`config.mk`:
```
export PLATFORM = sky130hd
export DESIGN_NAME = scalar_kalman_estimator
export DESIGN_NICKNAME = d
export VERILOG_FILES = /design/src/hw/rtl/ske_pkg.sv /design/src/hw/rtl/scalar_kalman_estimator.sv
export SDC_FILE = /design/constraint.sdc
export NUM_CORES = 2
export LEC_CHECK = 0
export ABC_CLOCK_PERIOD_IN_PS = 23700
export CAP_MARGIN = 30
export CELL_PAD_IN_SITES_DETAIL_PLACEMENT = 0
export CELL_PAD_IN_SITES_GLOBAL_PLACEMENT = 1
export CORE_MARGIN = 2
export CORE_UTILIZATION = 55
export CTS_BUF_LIST = sky130_fd_sc_hd__clkbuf_4 sky130_fd_sc_hd__clkbuf_8 sky130_fd_sc_hd__clkbuf_16
export DETAILED_ROUTE_END_ITERATION = 16
export DONT_BUFFER_PORTS = 1
export PLACE_DENSITY = 0.85
export SETUP_SLACK_MARGIN = 0.5
export SLEW_MARGIN = 5
export SYNTH_ARGS = -nofsm -noshare
export SYNTH_HDL_FRONTEND = slang
export SYNTH_SLANG_ARGS = --single-unit
```
`constraint.sdc`:
```
create_clock -name clk -period 23.7 [get_ports clk]
set_input_delay 3.555 -clock clk [delete_from_list [all_inputs] [get_ports clk]]
set_output_delay 3.555 -clock clk [all_outputs]
set_load 0.01 [all_outputs]
```
`src/hw/rtl/ske_pkg.sv`:
```
package ske_pkg;

  localparam int unsigned FRAC_BITS_DEF = 16;
  localparam int unsigned GAIN_BITS     = 16;
  localparam int unsigned GAIN_W        = GAIN_BITS + 1;
  localparam int unsigned REG_W         = 31;
  localparam int unsigned DATA_W        = 32;
  localparam int unsigned DIFF_W        = DATA_W + 1;
  localparam int unsigned PROD_W        = GAIN_W + DIFF_W;
  localparam int unsigned GROW_W        = 64;
  localparam int unsigned DIV_STEPS     = GAIN_W;
  localparam int unsigned CNT_W         = $clog2(DIV_STEPS);
  localparam int unsigned ADDR_W        = 4;

  localparam logic [GAIN_W-1:0] GAIN_ONE = GAIN_W'(1) << GAIN_BITS;

  localparam logic [REG_W-1:0] MEAS_ERR_RST = 31'd65536;
  localparam logic [REG_W-1:0] INIT_ERR_RST = 31'd65536;
  localparam logic [REG_W-1:0] PNOISE_RST   = 31'd655;

  localparam logic [1:0] REG_MEAS_ERR = 2'd0;
  localparam logic [1:0] REG_INIT_ERR = 2'd1;
  localparam logic [1:0] REG_PNOISE   = 2'd2;

  typedef enum logic [3:0] {
    ST_IDLE,
    ST_DEN,
    ST_MAG,
    ST_DIV,
    ST_GAIN,
    ST_MEST,
    ST_EST,
    ST_MKEEP,
    ST_MGLO,
    ST_MGHI,
    ST_GACC,
    ST_SUM
  } state_t;

endpackage

```
`src/hw/rtl/scalar_kalman_estimator.sv`:
```
// Scalar Kalman estimator, Q16.16 fixed point, one sample word in, one result word out.
// A sample word is taken only in idle, once the last result commits; a result not yet
//   taken by result_ready stalls that commit. Work runs through the 17-step restoring
//   divider for the gain and four passes through the one shared 17x33 multiplier.
// Reset (rst, synchronous, active high): control and configuration registers take reset
//   values; last estimate and gain clear; estimation error loads its initial value.
module scalar_kalman_estimator #(
  parameter int unsigned FRAC_BITS = ske_pkg::FRAC_BITS_DEF
) (
  input  logic                              clk,
  input  logic                              rst,
  // sample channel
  input  logic                              sample_valid,
  output logic                              sample_ready,
  input  logic signed [ske_pkg::DATA_W-1:0] sample,
  // result channel
  output logic                              result_valid,
  input  logic                              result_ready,
  output logic signed [ske_pkg::DATA_W-1:0] estimate,
  output logic        [ske_pkg::GAIN_W-1:0] gain,
  output logic        [ske_pkg::REG_W-1:0]  error_now,
  // configuration port
  input  logic                              psel,
  input  logic                              penable,
  input  logic                              pwrite,
  input  logic        [ske_pkg::ADDR_W-1:0] paddr,
  input  logic        [ske_pkg::DATA_W-1:0] pwdata,
  output logic        [ske_pkg::DATA_W-1:0] prdata,
  output logic                              pready
);

  ske_pkg::state_t state, state_next;

  // configuration registers
  logic [ske_pkg::REG_W-1:0] meas_err;
  logic [ske_pkg::REG_W-1:0] init_err;
  logic [ske_pkg::REG_W-1:0] pnoise;

  // filter state; these also drive the result word
  logic signed [ske_pkg::DATA_W-1:0] last_estimate;
  logic        [ske_pkg::REG_W-1:0]  estimate_error;
  logic        [ske_pkg::GAIN_W-1:0] last_gain;

  // working registers of the sequencer
  logic signed [ske_pkg::DATA_W-1:0] samp;
  logic        [ske_pkg::DATA_W-1:0] den;
  logic signed [ske_pkg::DIFF_W-1:0] diff;
  logic        [ske_pkg::DIFF_W-1:0] mag;
  logic                              neg;
  logic        [ske_pkg::DATA_W-1:0] rem;
  logic        [ske_pkg::GAIN_W-1:0] quot;
  logic        [ske_pkg::CNT_W-1:0]  cnt;
  logic        [ske_pkg::GAIN_W-1:0] gain_w;
  logic        [ske_pkg::GAIN_W-1:0] ngain;
  logic        [ske_pkg::DIFF_W-1:0] change;
  logic signed [ske_pkg::DATA_W-1:0] est_new;
  logic        [ske_pkg::REG_W-1:0]  keep;
  logic        [47:0]                glo;
  logic        [ske_pkg::GROW_W-1:0] gtotal;
  logic        [ske_pkg::PROD_W-1:0] prod;

  // shared multiplier operands
  logic [ske_pkg::GAIN_W-1:0] mul_a;
  logic [ske_pkg::DIFF_W-1:0] mul_b;

  // combinational helpers
  logic                              cfg_wr;
  logic                              commit;
  logic                              div_last;
  logic [ske_pkg::DIFF_W-1:0]        rem_shift;
  logic [ske_pkg::DIFF_W-1:0]        rem_sub;
  logic                              rem_ge;
  logic [ske_pkg::DATA_W-1:0]        rem_next;
  logic signed [ske_pkg::DIFF_W-1:0] est_sum;
  logic [ske_pkg::GROW_W-1:0]        grow_sh;
  logic [ske_pkg::DATA_W-1:0]        err_sum;
  logic                              err_sat;
  logic [ske_pkg::REG_W-1:0]         err_new;

  assign pready   = 1'b1;
  assign cfg_wr   = psel && penable && pwrite && pready;
  assign commit   = (state == ske_pkg::ST_SUM) && (!result_valid || result_ready);
  assign div_last = (cnt == ske_pkg::CNT_W'(ske_pkg::DIV_STEPS - 1));

  assign estimate  = last_estimate;
  assign gain      = last_gain;
  assign error_now = estimate_error;

  // register read-back
  always_comb begin
    case (paddr[3:2])
      ske_pkg::REG_MEAS_ERR: prdata = {1'b0, meas_err};
      ske_pkg::REG_INIT_ERR: prdata = {1'b0, init_err};
      ske_pkg::REG_PNOISE:   prdata = {1'b0, pnoise};
      default:               prdata = '0;
    endcase
  end

  // Restoring division step: shift in the next numerator bit. The numerator is
  // error << 16 and the remainder starts at error >> 1, so only error[0] and
  // zeros remain to shift in.
  assign rem_shift = {rem, (cnt == '0) ? estimate_error[0] : 1'b0};
  assign rem_sub   = rem_shift - {1'b0, den};
  assign rem_ge    = (rem_shift >= {1'b0, den});
  assign rem_next  = rem_ge ? rem_sub[ske_pkg::DATA_W-1:0] : rem_shift[ske_pkg::DATA_W-1:0];

  // Step the estimate toward the sample; magnitude was truncated, so round toward zero.
  assign est_sum = neg ? ({last_estimate[ske_pkg::DATA_W-1], last_estimate} - $signed(change))
                       : ({last_estimate[ske_pkg::DATA_W-1], last_estimate} + $signed(change));

  // Error update with saturation at the 31-bit maximum.
  assign grow_sh = gtotal >> FRAC_BITS;
  assign err_sum = {1'b0, keep} + {1'b0, grow_sh[ske_pkg::REG_W-1:0]};
  assign err_sat = (|grow_sh[ske_pkg::GROW_W-1:ske_pkg::REG_W]) || err_sum[ske_pkg::REG_W];
  assign err_new = err_sat ? '1 : err_sum[ske_pkg::REG_W-1:0];

  // next state
  always_comb begin
    state_next = state;
    case (state)
      ske_pkg::ST_IDLE:  if (sample_valid) state_next = ske_pkg::ST_DEN;
      ske_pkg::ST_DEN:   state_next = ske_pkg::ST_MAG;
      ske_pkg::ST_MAG:   state_next = ske_pkg::ST_DIV;
      ske_pkg::ST_DIV:   if (div_last) state_next = ske_pkg::ST_GAIN;
      ske_pkg::ST_GAIN:  state_next = ske_pkg::ST_MEST;
      ske_pkg::ST_MEST:  state_next = ske_pkg::ST_EST;
      ske_pkg::ST_EST:   state_next = ske_pkg::ST_MKEEP;
      ske_pkg::ST_MKEEP: state_next = ske_pkg::ST_MGLO;
      ske_pkg::ST_MGLO:  state_next = ske_pkg::ST_MGHI;
      ske_pkg::ST_MGHI:  state_next = ske_pkg::ST_GACC;
      ske_pkg::ST_GACC:  state_next = ske_pkg::ST_SUM;
      ske_pkg::ST_SUM:   if (commit) state_next = ske_pkg::ST_IDLE;
      default:           state_next = ske_pkg::ST_IDLE;
    endcase
  end

  // sequencer outputs: handshake and multiplier operand select
  always_comb begin
    sample_ready = (state == ske_pkg::ST_IDLE);
    mul_a        = '0;
    mul_b        = '0;
    case (state)
      ske_pkg::ST_MEST: begin
        mul_a = gain_w;
        mul_b = mag;
      end
      ske_pkg::ST_MKEEP: begin
        mul_a = ngain;
        mul_b = {2'b00, estimate_error};
      end
      ske_pkg::ST_MGLO: begin
        mul_a = change[ske_pkg::GAIN_W-1:0];
        mul_b = {2'b00, pnoise};
      end
      ske_pkg::ST_MGHI: begin
        mul_a = {1'b0, change[ske_pkg::DIFF_W-1:ske_pkg::GAIN_W]};
        mul_b = {2'b00, pnoise};
      end
      default: begin
        mul_a = '0;
        mul_b = '0;
      end
    endcase
  end

  // control state
  always_ff @(posedge clk) begin
    if (rst) begin
      state        <= ske_pkg::ST_IDLE;
      result_valid <= 1'b0;
      cnt          <= '0;
    end else begin
      state <= state_next;
      if (commit) begin
        result_valid <= 1'b1;
      end else if (result_ready) begin
        result_valid <= 1'b0;
      end
      if (state == ske_pkg::ST_DIV) begin
        cnt <= cnt + 1'b1;
      end else begin
        cnt <= '0;
      end
    end
  end

  // configuration registers and filter state
  always_ff @(posedge clk) begin
    if (rst) begin
      meas_err       <= ske_pkg::MEAS_ERR_RST;
      init_err       <= ske_pkg::INIT_ERR_RST;
      pnoise         <= ske_pkg::PNOISE_RST;
      last_estimate  <= '0;
      estimate_error <= ske_pkg::INIT_ERR_RST;
      last_gain      <= '0;
    end else begin
      if (cfg_wr) begin
        case (paddr[3:2])
          ske_pkg::REG_MEAS_ERR: meas_err <= pwdata[ske_pkg::REG_W-1:0];
          ske_pkg::REG_INIT_ERR: begin
            init_err       <= pwdata[ske_pkg::REG_W-1:0];
            estimate_error <= pwdata[ske_pkg::REG_W-1:0];
          end
          ske_pkg::REG_PNOISE:   pnoise <= pwdata[ske_pkg::REG_W-1:0];
          default: ;
        endcase
      end
      if (commit) begin
        last_estimate  <= est_new;
        estimate_error <= err_new;
        last_gain      <= gain_w;
      end
    end
  end

  // datapath working registers
  always_ff @(posedge clk) begin
    prod <= mul_a * mul_b;
    case (state)
      ske_pkg::ST_IDLE: begin
        if (sample_valid) samp <= sample;
      end
      ske_pkg::ST_DEN: begin
        den  <= {1'b0, estimate_error} + {1'b0, meas_err};
        diff <= {samp[ske_pkg::DATA_W-1], samp}
                - {last_estimate[ske_pkg::DATA_W-1], last_estimate};
      end
      ske_pkg::ST_MAG: begin
        neg  <= diff[ske_pkg::DIFF_W-1];
        mag  <= diff[ske_pkg::DIFF_W-1] ? ske_pkg::DIFF_W'(-diff) : ske_pkg::DIFF_W'(diff);
        rem  <= {2'b00, estimate_error[ske_pkg::REG_W-1:1]};
        quot <= '0;
      end
      ske_pkg::ST_DIV: begin
        rem  <= rem_next;
        quot <= {quot[ske_pkg::GAIN_W-2:0], rem_ge};
      end
      ske_pkg::ST_GAIN: begin
        // both error terms zero: gain is zero
        gain_w <= (den == '0) ? '0 : quot;
      end
      ske_pkg::ST_EST: begin
        change <= prod[ske_pkg::PROD_W-2:ske_pkg::GAIN_BITS];
        ngain  <= ske_pkg::GAIN_ONE - gain_w;
      end
      ske_pkg::ST_MKEEP: begin
        est_new <= est_sum[ske_pkg::DATA_W-1:0];
      end
      ske_pkg::ST_MGLO: begin
        keep <= prod[ske_pkg::REG_W+ske_pkg::GAIN_BITS-1:ske_pkg::GAIN_BITS];
      end
      ske_pkg::ST_MGHI: begin
        glo <= prod[47:0];
      end
      ske_pkg::ST_GACC: begin
        gtotal <= {16'b0, glo} + {prod[46:0], 17'b0};
      end
      default: ;
    endcase
  end

  // gain of a result never exceeds one
  a_gain_max: assert property (@(posedge clk) disable iff (rst)
    result_valid |-> (gain <= ske_pkg::GAIN_ONE))
    else $error("gain above one");

  // zero denominator forces a zero gain
  a_den_zero: assert property (@(posedge clk) disable iff (rst)
    (state == ske_pkg::ST_GAIN && den == '0) |=> (gain_w == '0))
    else $error("nonzero gain on zero denominator");

  // an accepted sample blocks the input on the next cycle
  a_busy: assert property (@(posedge clk) disable iff (rst)
    (sample_valid && sample_ready) |=> !sample_ready)
    else $error("sample taken while busy");

  // divider count stays within the quotient width
  a_div_cnt: assert property (@(posedge clk) disable iff (rst)
    (state == ske_pkg::ST_DIV) |-> (cnt <= ske_pkg::CNT_W'(ske_pkg::DIV_STEPS - 1)))
    else $error("divider overrun");

  // a pending result is never overwritten
  a_no_overwrite: assert property (@(posedge clk) disable iff (rst)
    (result_valid && !result_ready) |=> (result_valid && $stable(estimate)))
    else $error("pending result overwritten");

endmodule
```
==> flow_summary.rst <==
.. list-table::
   :header-rows: 1

   * - Metric
     - Value
   * - Max Cap Viol
     - 0
   * - Setup skew after layout
     - 34.4 ps
   * - Switching part of the total power
     - 28.8%
   * - Post-Synthesis Cells
     - 5437
   * - DIE WIDTH
     - 306 um
   * - Number of sinks handled by clock tree synthesis
     - 622
   * - Clock insertion delay at the later pin of the skew report
     - 650 ps
   * - Net switching power figure
     - 0.848 mW
   * - Count of hold buffers inserted by post-cts repair
     - 0
   * - Clock power share
     - 38.1%
   * - Number of primary I/O pins
     - 190
   * - ANT nets after route
     - 0
   * - Final Power
     - 2.95 mW
   * - Floorplan core area
     - 90300 um2
   * - Period Utilization, post-route
     - 40.1%
   * - Data required, critical path
     - 24280 ps
   * - Largest net degree at the start of global routing
     - 184
   * - Reg-to-reg startpoint
     - state[3]
   * - Number of diodes added for antenna fixing
     - 0
   * - Stage delay of the slowest cell on the critical path
     - 580 ps
   * - Dpl cells
     - 6447
   * - Share of post-route cells with drive strength above 1
     - 4.80%
   * - Slew HR
     - 24.0%
   * - DR iter-0 viols
     - 4076
   * - Setup repair after global routing missed its margin
     - no
   * - Post-CTS Setup Inserts
     - 0
   * - Share of power burned in combinational logic
     - 17.1%
   * - Class of the most critical setup path
     - reg -> reg
   * - Leakage Power
     - 22.6 nW
   * - Initial cell density of the core
     - 55.7%
   * - Register bit total from synthesis
     - 622
   * - Worst Setup End Kind
     - flop
   * - HPWL after DPL
     - 120000 um
   * - Wire length reported by the detailed router
     - 155000 um
   * - Most used cell along the critical path
     - sky130_fd_sc_hd__fa_1
   * - Largest fanout on the critical path
     - 48
   * - Critical-path cell with the highest stage delay
     - sky130_fd_sc_hd__dfxtp_1
   * - Port buffer count
     - 0
   * - Power Internal
     - 2.10 mW
   * - Endpoint arrival time on the critical path
     - 10070 ps
   * - Area growth from synthesis to final layout
     - 6.97%
   * - Post-CTS clock slew at the launch and capture registers of the worst setup and hold paths
     - 60 ps
   * - Number of nets at the end of the flow
     - 6200
   * - Worst reg2reg endpoint
     - prod[48]
   * - DR vias/cell
     - 5.93
   * - Launching element of the worst setup path
     - state[3]
   * - Number of buffers inserted during clock tree synthesis
     - 69
   * - Capture point of the critical path
     - prod[48]
   * - Clk Tree Root Cell
     - sky130_fd_sc_hd__clkbuf_16
   * - Avg Inst Size Synth
     - 9.24 um2
   * - Worst-case setup slack after placement
     - 14360 ps
   * - Final standard cell count with taps included and fillers excluded
     - 6571
   * - Async set or reset register ratio after synthesis
     - 0%
   * - Max-slew violation total from the final report
     - 0
   * - Max frequency
     - 0.105 GHz
   * - Top post-synthesis cells by area
     - sky130_fd_sc_hd__edfxtp_1 (23%), sky130_fd_sc_hd__fa_1 (19%), sky130_fd_sc_hd__dfxtp_1 (9.2%), sky130_fd_sc_hd__ha_1 (7.8%), sky130_fd_sc_hd__nand2_1 (7.4%)
   * - Depth of the most critical reg-to-reg path
     - 31
   * - Startpoint types
     - flop
   * - Yosys warning count
     - 0
   * - Post-Syn Nets
     - 6294
   * - Row cnt
     - 110
   * - Number of synthesized flops with an enable pin
     - 390
   * - CTS resizes
     - 0
   * - Outcome
     - finished clean
   * - Flip-flop cell with the highest count after synthesis
     - sky130_fd_sc_hd__edfxtp_1
   * - Vertical extent of the die
     - 306 um
   * - Share of Yosys cell area claimed by the top area cell type
     - 23.3%
   * - Pwr/cell area
     - 54.8 nW/um2
   * - FF-to-FF setup slack
     - 14200 ps
   * - Worst hold-check path type
     - reg -> reg
   * - Post-route DRC violation count
     - 0
   * - Actual transition at the worst max-transition pin
     - 1130 ps
   * - Portion of total power attributed to sequential cells
     - 44.8%
   * - Final worst-path setup slack
     - 14200 ps
   * - Count of H-tree levels built during CTS
     - 3
   * - Wire length of the first global-routing pass
     - 234000 um
   * - Hold Fails Final Rpt
     - 0
   * - Antenna violations before repair
     - 7
   * - Final setup fails
     - 0
   * - Aggregate global routing overflow
     - 0
   * - Floorplan die area
     - 93800 um2
   * - CTS tree
     - done
   * - Max VDD drop
     - 0.0000788 V
   * - Wire length per cell after detailed routing
     - 23.6 um
   * - Buffer levels on the longest clock path
     - 3
   * - Yosys top cell by area
     - sky130_fd_sc_hd__edfxtp_1
   * - First-pass iteration count of the detailed router
     - 6
   * - Setup TNS
     - 0 ps
   * - Shortest period the worst path allows
     - 9500 ps
   * - Final weighted congestion of routability-driven global placement
     - 0.952
   * - Netlist area before placement
     - 50300 um2
   * - Sequential cell area fraction in the yosys report
     - 32.5%
   * - Cell variety after synth
     - 102
   * - Number of global-route vias before repair
     - 37700
   * - Vias post-DR
     - 38900
   * - GRT Resource Usage Total
     - 33.2%
[synthesized netlist by cell type (all sizes together) (12+ instances only)]
library cell,count
and2,58
a21o,103
a221oi,17
mux2i,59
nand4,34
nor2,372
nor3,52
nand2b,40
fa,469
dfxtp,232
xnor2,220
nor4,22
inv,695
nor2b,46
buf,29
and4,18
nand3,41
o31ai,16
o21ai,188
xor2,77
or3,24
nand2,995
a21oi,404
o21bai,22
edfxtp,390
a211oi,19
o21a,36
a22oi,34
clkbuf,196
and3,29
a31oi,30
or2,12
ha,313
nand3b,14
[final cells by class]
class                   count  area [um2]
well taps                1176        1470
flip-flops and latches    622       16400
multi-input cells        3895       30500
clock buffers              86        1890
inverters                 695        2610
clock inverters            37         463
repair buffers             60         483
fillers                  7901       36500
[state kept, by name, summed over array words and instances, names as in the netlist, 4 cells and up]
signal / count
gtotal: 48
diff: 33
estimate: 32
gain: 17
prod: 49
den: 32
glo: 32
state: 4
est_new: 32
change: 33
gain_w: 17
cnt: 5
init_err: 31
mag: 33
keep: 31
rem: 32
meas_err: 31
pnoise: 31
quot: 17
samp: 32
ngain: 17
error_now: 31
[worst max-delay path: cells and delay by family, from the launching register on]
kind                     cells  cell delay (ps)
flip-flops                   1              580
AO/OA/AOI/OAI                7             2010
adder cells (fa/ha/maj)      7             3330
buffers and inverters        8             1650
XOR/XNOR                     1              140
AND/OR/NAND/NOR              8             1610
[metal layers]
metal	vias up	GRT usage [%]	routed length [um]
li1	17800	-	-
met1	19200	45.5	63900
met2	1723	52.2	69200
met3	309	7.54	15700
met4	4	11.6	6140
met5	-	0	26
[power groups by stage]
stage | clock [mW] | sequential, mW | combinational (mW)
global placement | 0 | 1.34 | 0.486
CTS | 1.13 | 1.32 | 0.497
global route | 1.17 | 1.32 | 0.553
detailed placement | 0 | 1.34 | 0.494
floorplan | 0 | 1.30 | 0.389
finish | 1.12 | 1.32 | 0.505
[placed cells by master (no fill, tap or decap), types with 34 or more instances in the layout]
cell type and n:
sky130_fd_sc_hd__a21o_1 103, sky130_fd_sc_hd__a21oi_1 399, sky130_fd_sc_hd__a22oi_1 34, sky130_fd_sc_hd__and2_1 54, sky130_fd_sc_hd__buf_4 58, sky130_fd_sc_hd__clkbuf_16 69
sky130_fd_sc_hd__dfxtp_1 232, sky130_fd_sc_hd__edfxtp_1 390, sky130_fd_sc_hd__fa_1 469, sky130_fd_sc_hd__ha_1 313, sky130_fd_sc_hd__inv_1 694, sky130_fd_sc_hd__mux2i_1 59
sky130_fd_sc_hd__nand2_1 992, sky130_fd_sc_hd__nand2b_1 39, sky130_fd_sc_hd__nand3_1 41, sky130_fd_sc_hd__nand4_1 34, sky130_fd_sc_hd__nor2_1 366, sky130_fd_sc_hd__nor2b_1 44
sky130_fd_sc_hd__nor3_1 44, sky130_fd_sc_hd__o21a_1 35, sky130_fd_sc_hd__o21ai_0 177, sky130_fd_sc_hd__xnor2_1 220, sky130_fd_sc_hd__xor2_1 77
[kinds of logic (layout without fill, tap and decap cells)]
kind of cell | Yosys count | in the layout | share of synthesized area (%)
other | 2 | 2 | 0.0149
buffers and inverters | 920 | 878 | 6.98
flip-flops | 622 | 622 | 32.5
AO/OA/AOI/OAI | 971 | 971 | 12.1
AND/OR/NAND/NOR | 1783 | 1783 | 15.5
adder cells (fa/ha/maj) | 782 | 782 | 26.5
XOR/XNOR | 297 | 297 | 5.18
multiplexers | 60 | 60 | 1.20
[stage by stage]
| step | hold slack [ps] | util [%] | area [um2] |
|---|---|---|---|
| 6_report | 403 | 59.5 | 53800 |
| 5_1_grt | 425 | 59.5 | 53800 |
| 4_1_cts | 403 | 59.5 | 53700 |
| 3_5_place_dp | 389 | 56.9 | 51400 |
| 3_3_place_gp | 392 | 56.9 | 51400 |
| 2_1_floorplan | 386 | - | 50300 |
[how the worst min path moves through the flow]
stage,startpoint,end,slack [ps],cells after the start
5_1_grt,prod[48],change[32],430,0
3_5_place_dp,prod[48],change[32],390,0
2_1_floorplan,prod[48],change[32],390,0
3_3_place_gp,prod[48],change[32],390,0
6_report,prod[48],change[32],400,0
4_1_cts,prod[48],change[32],400,0
(Power assumes the default switching activity.)
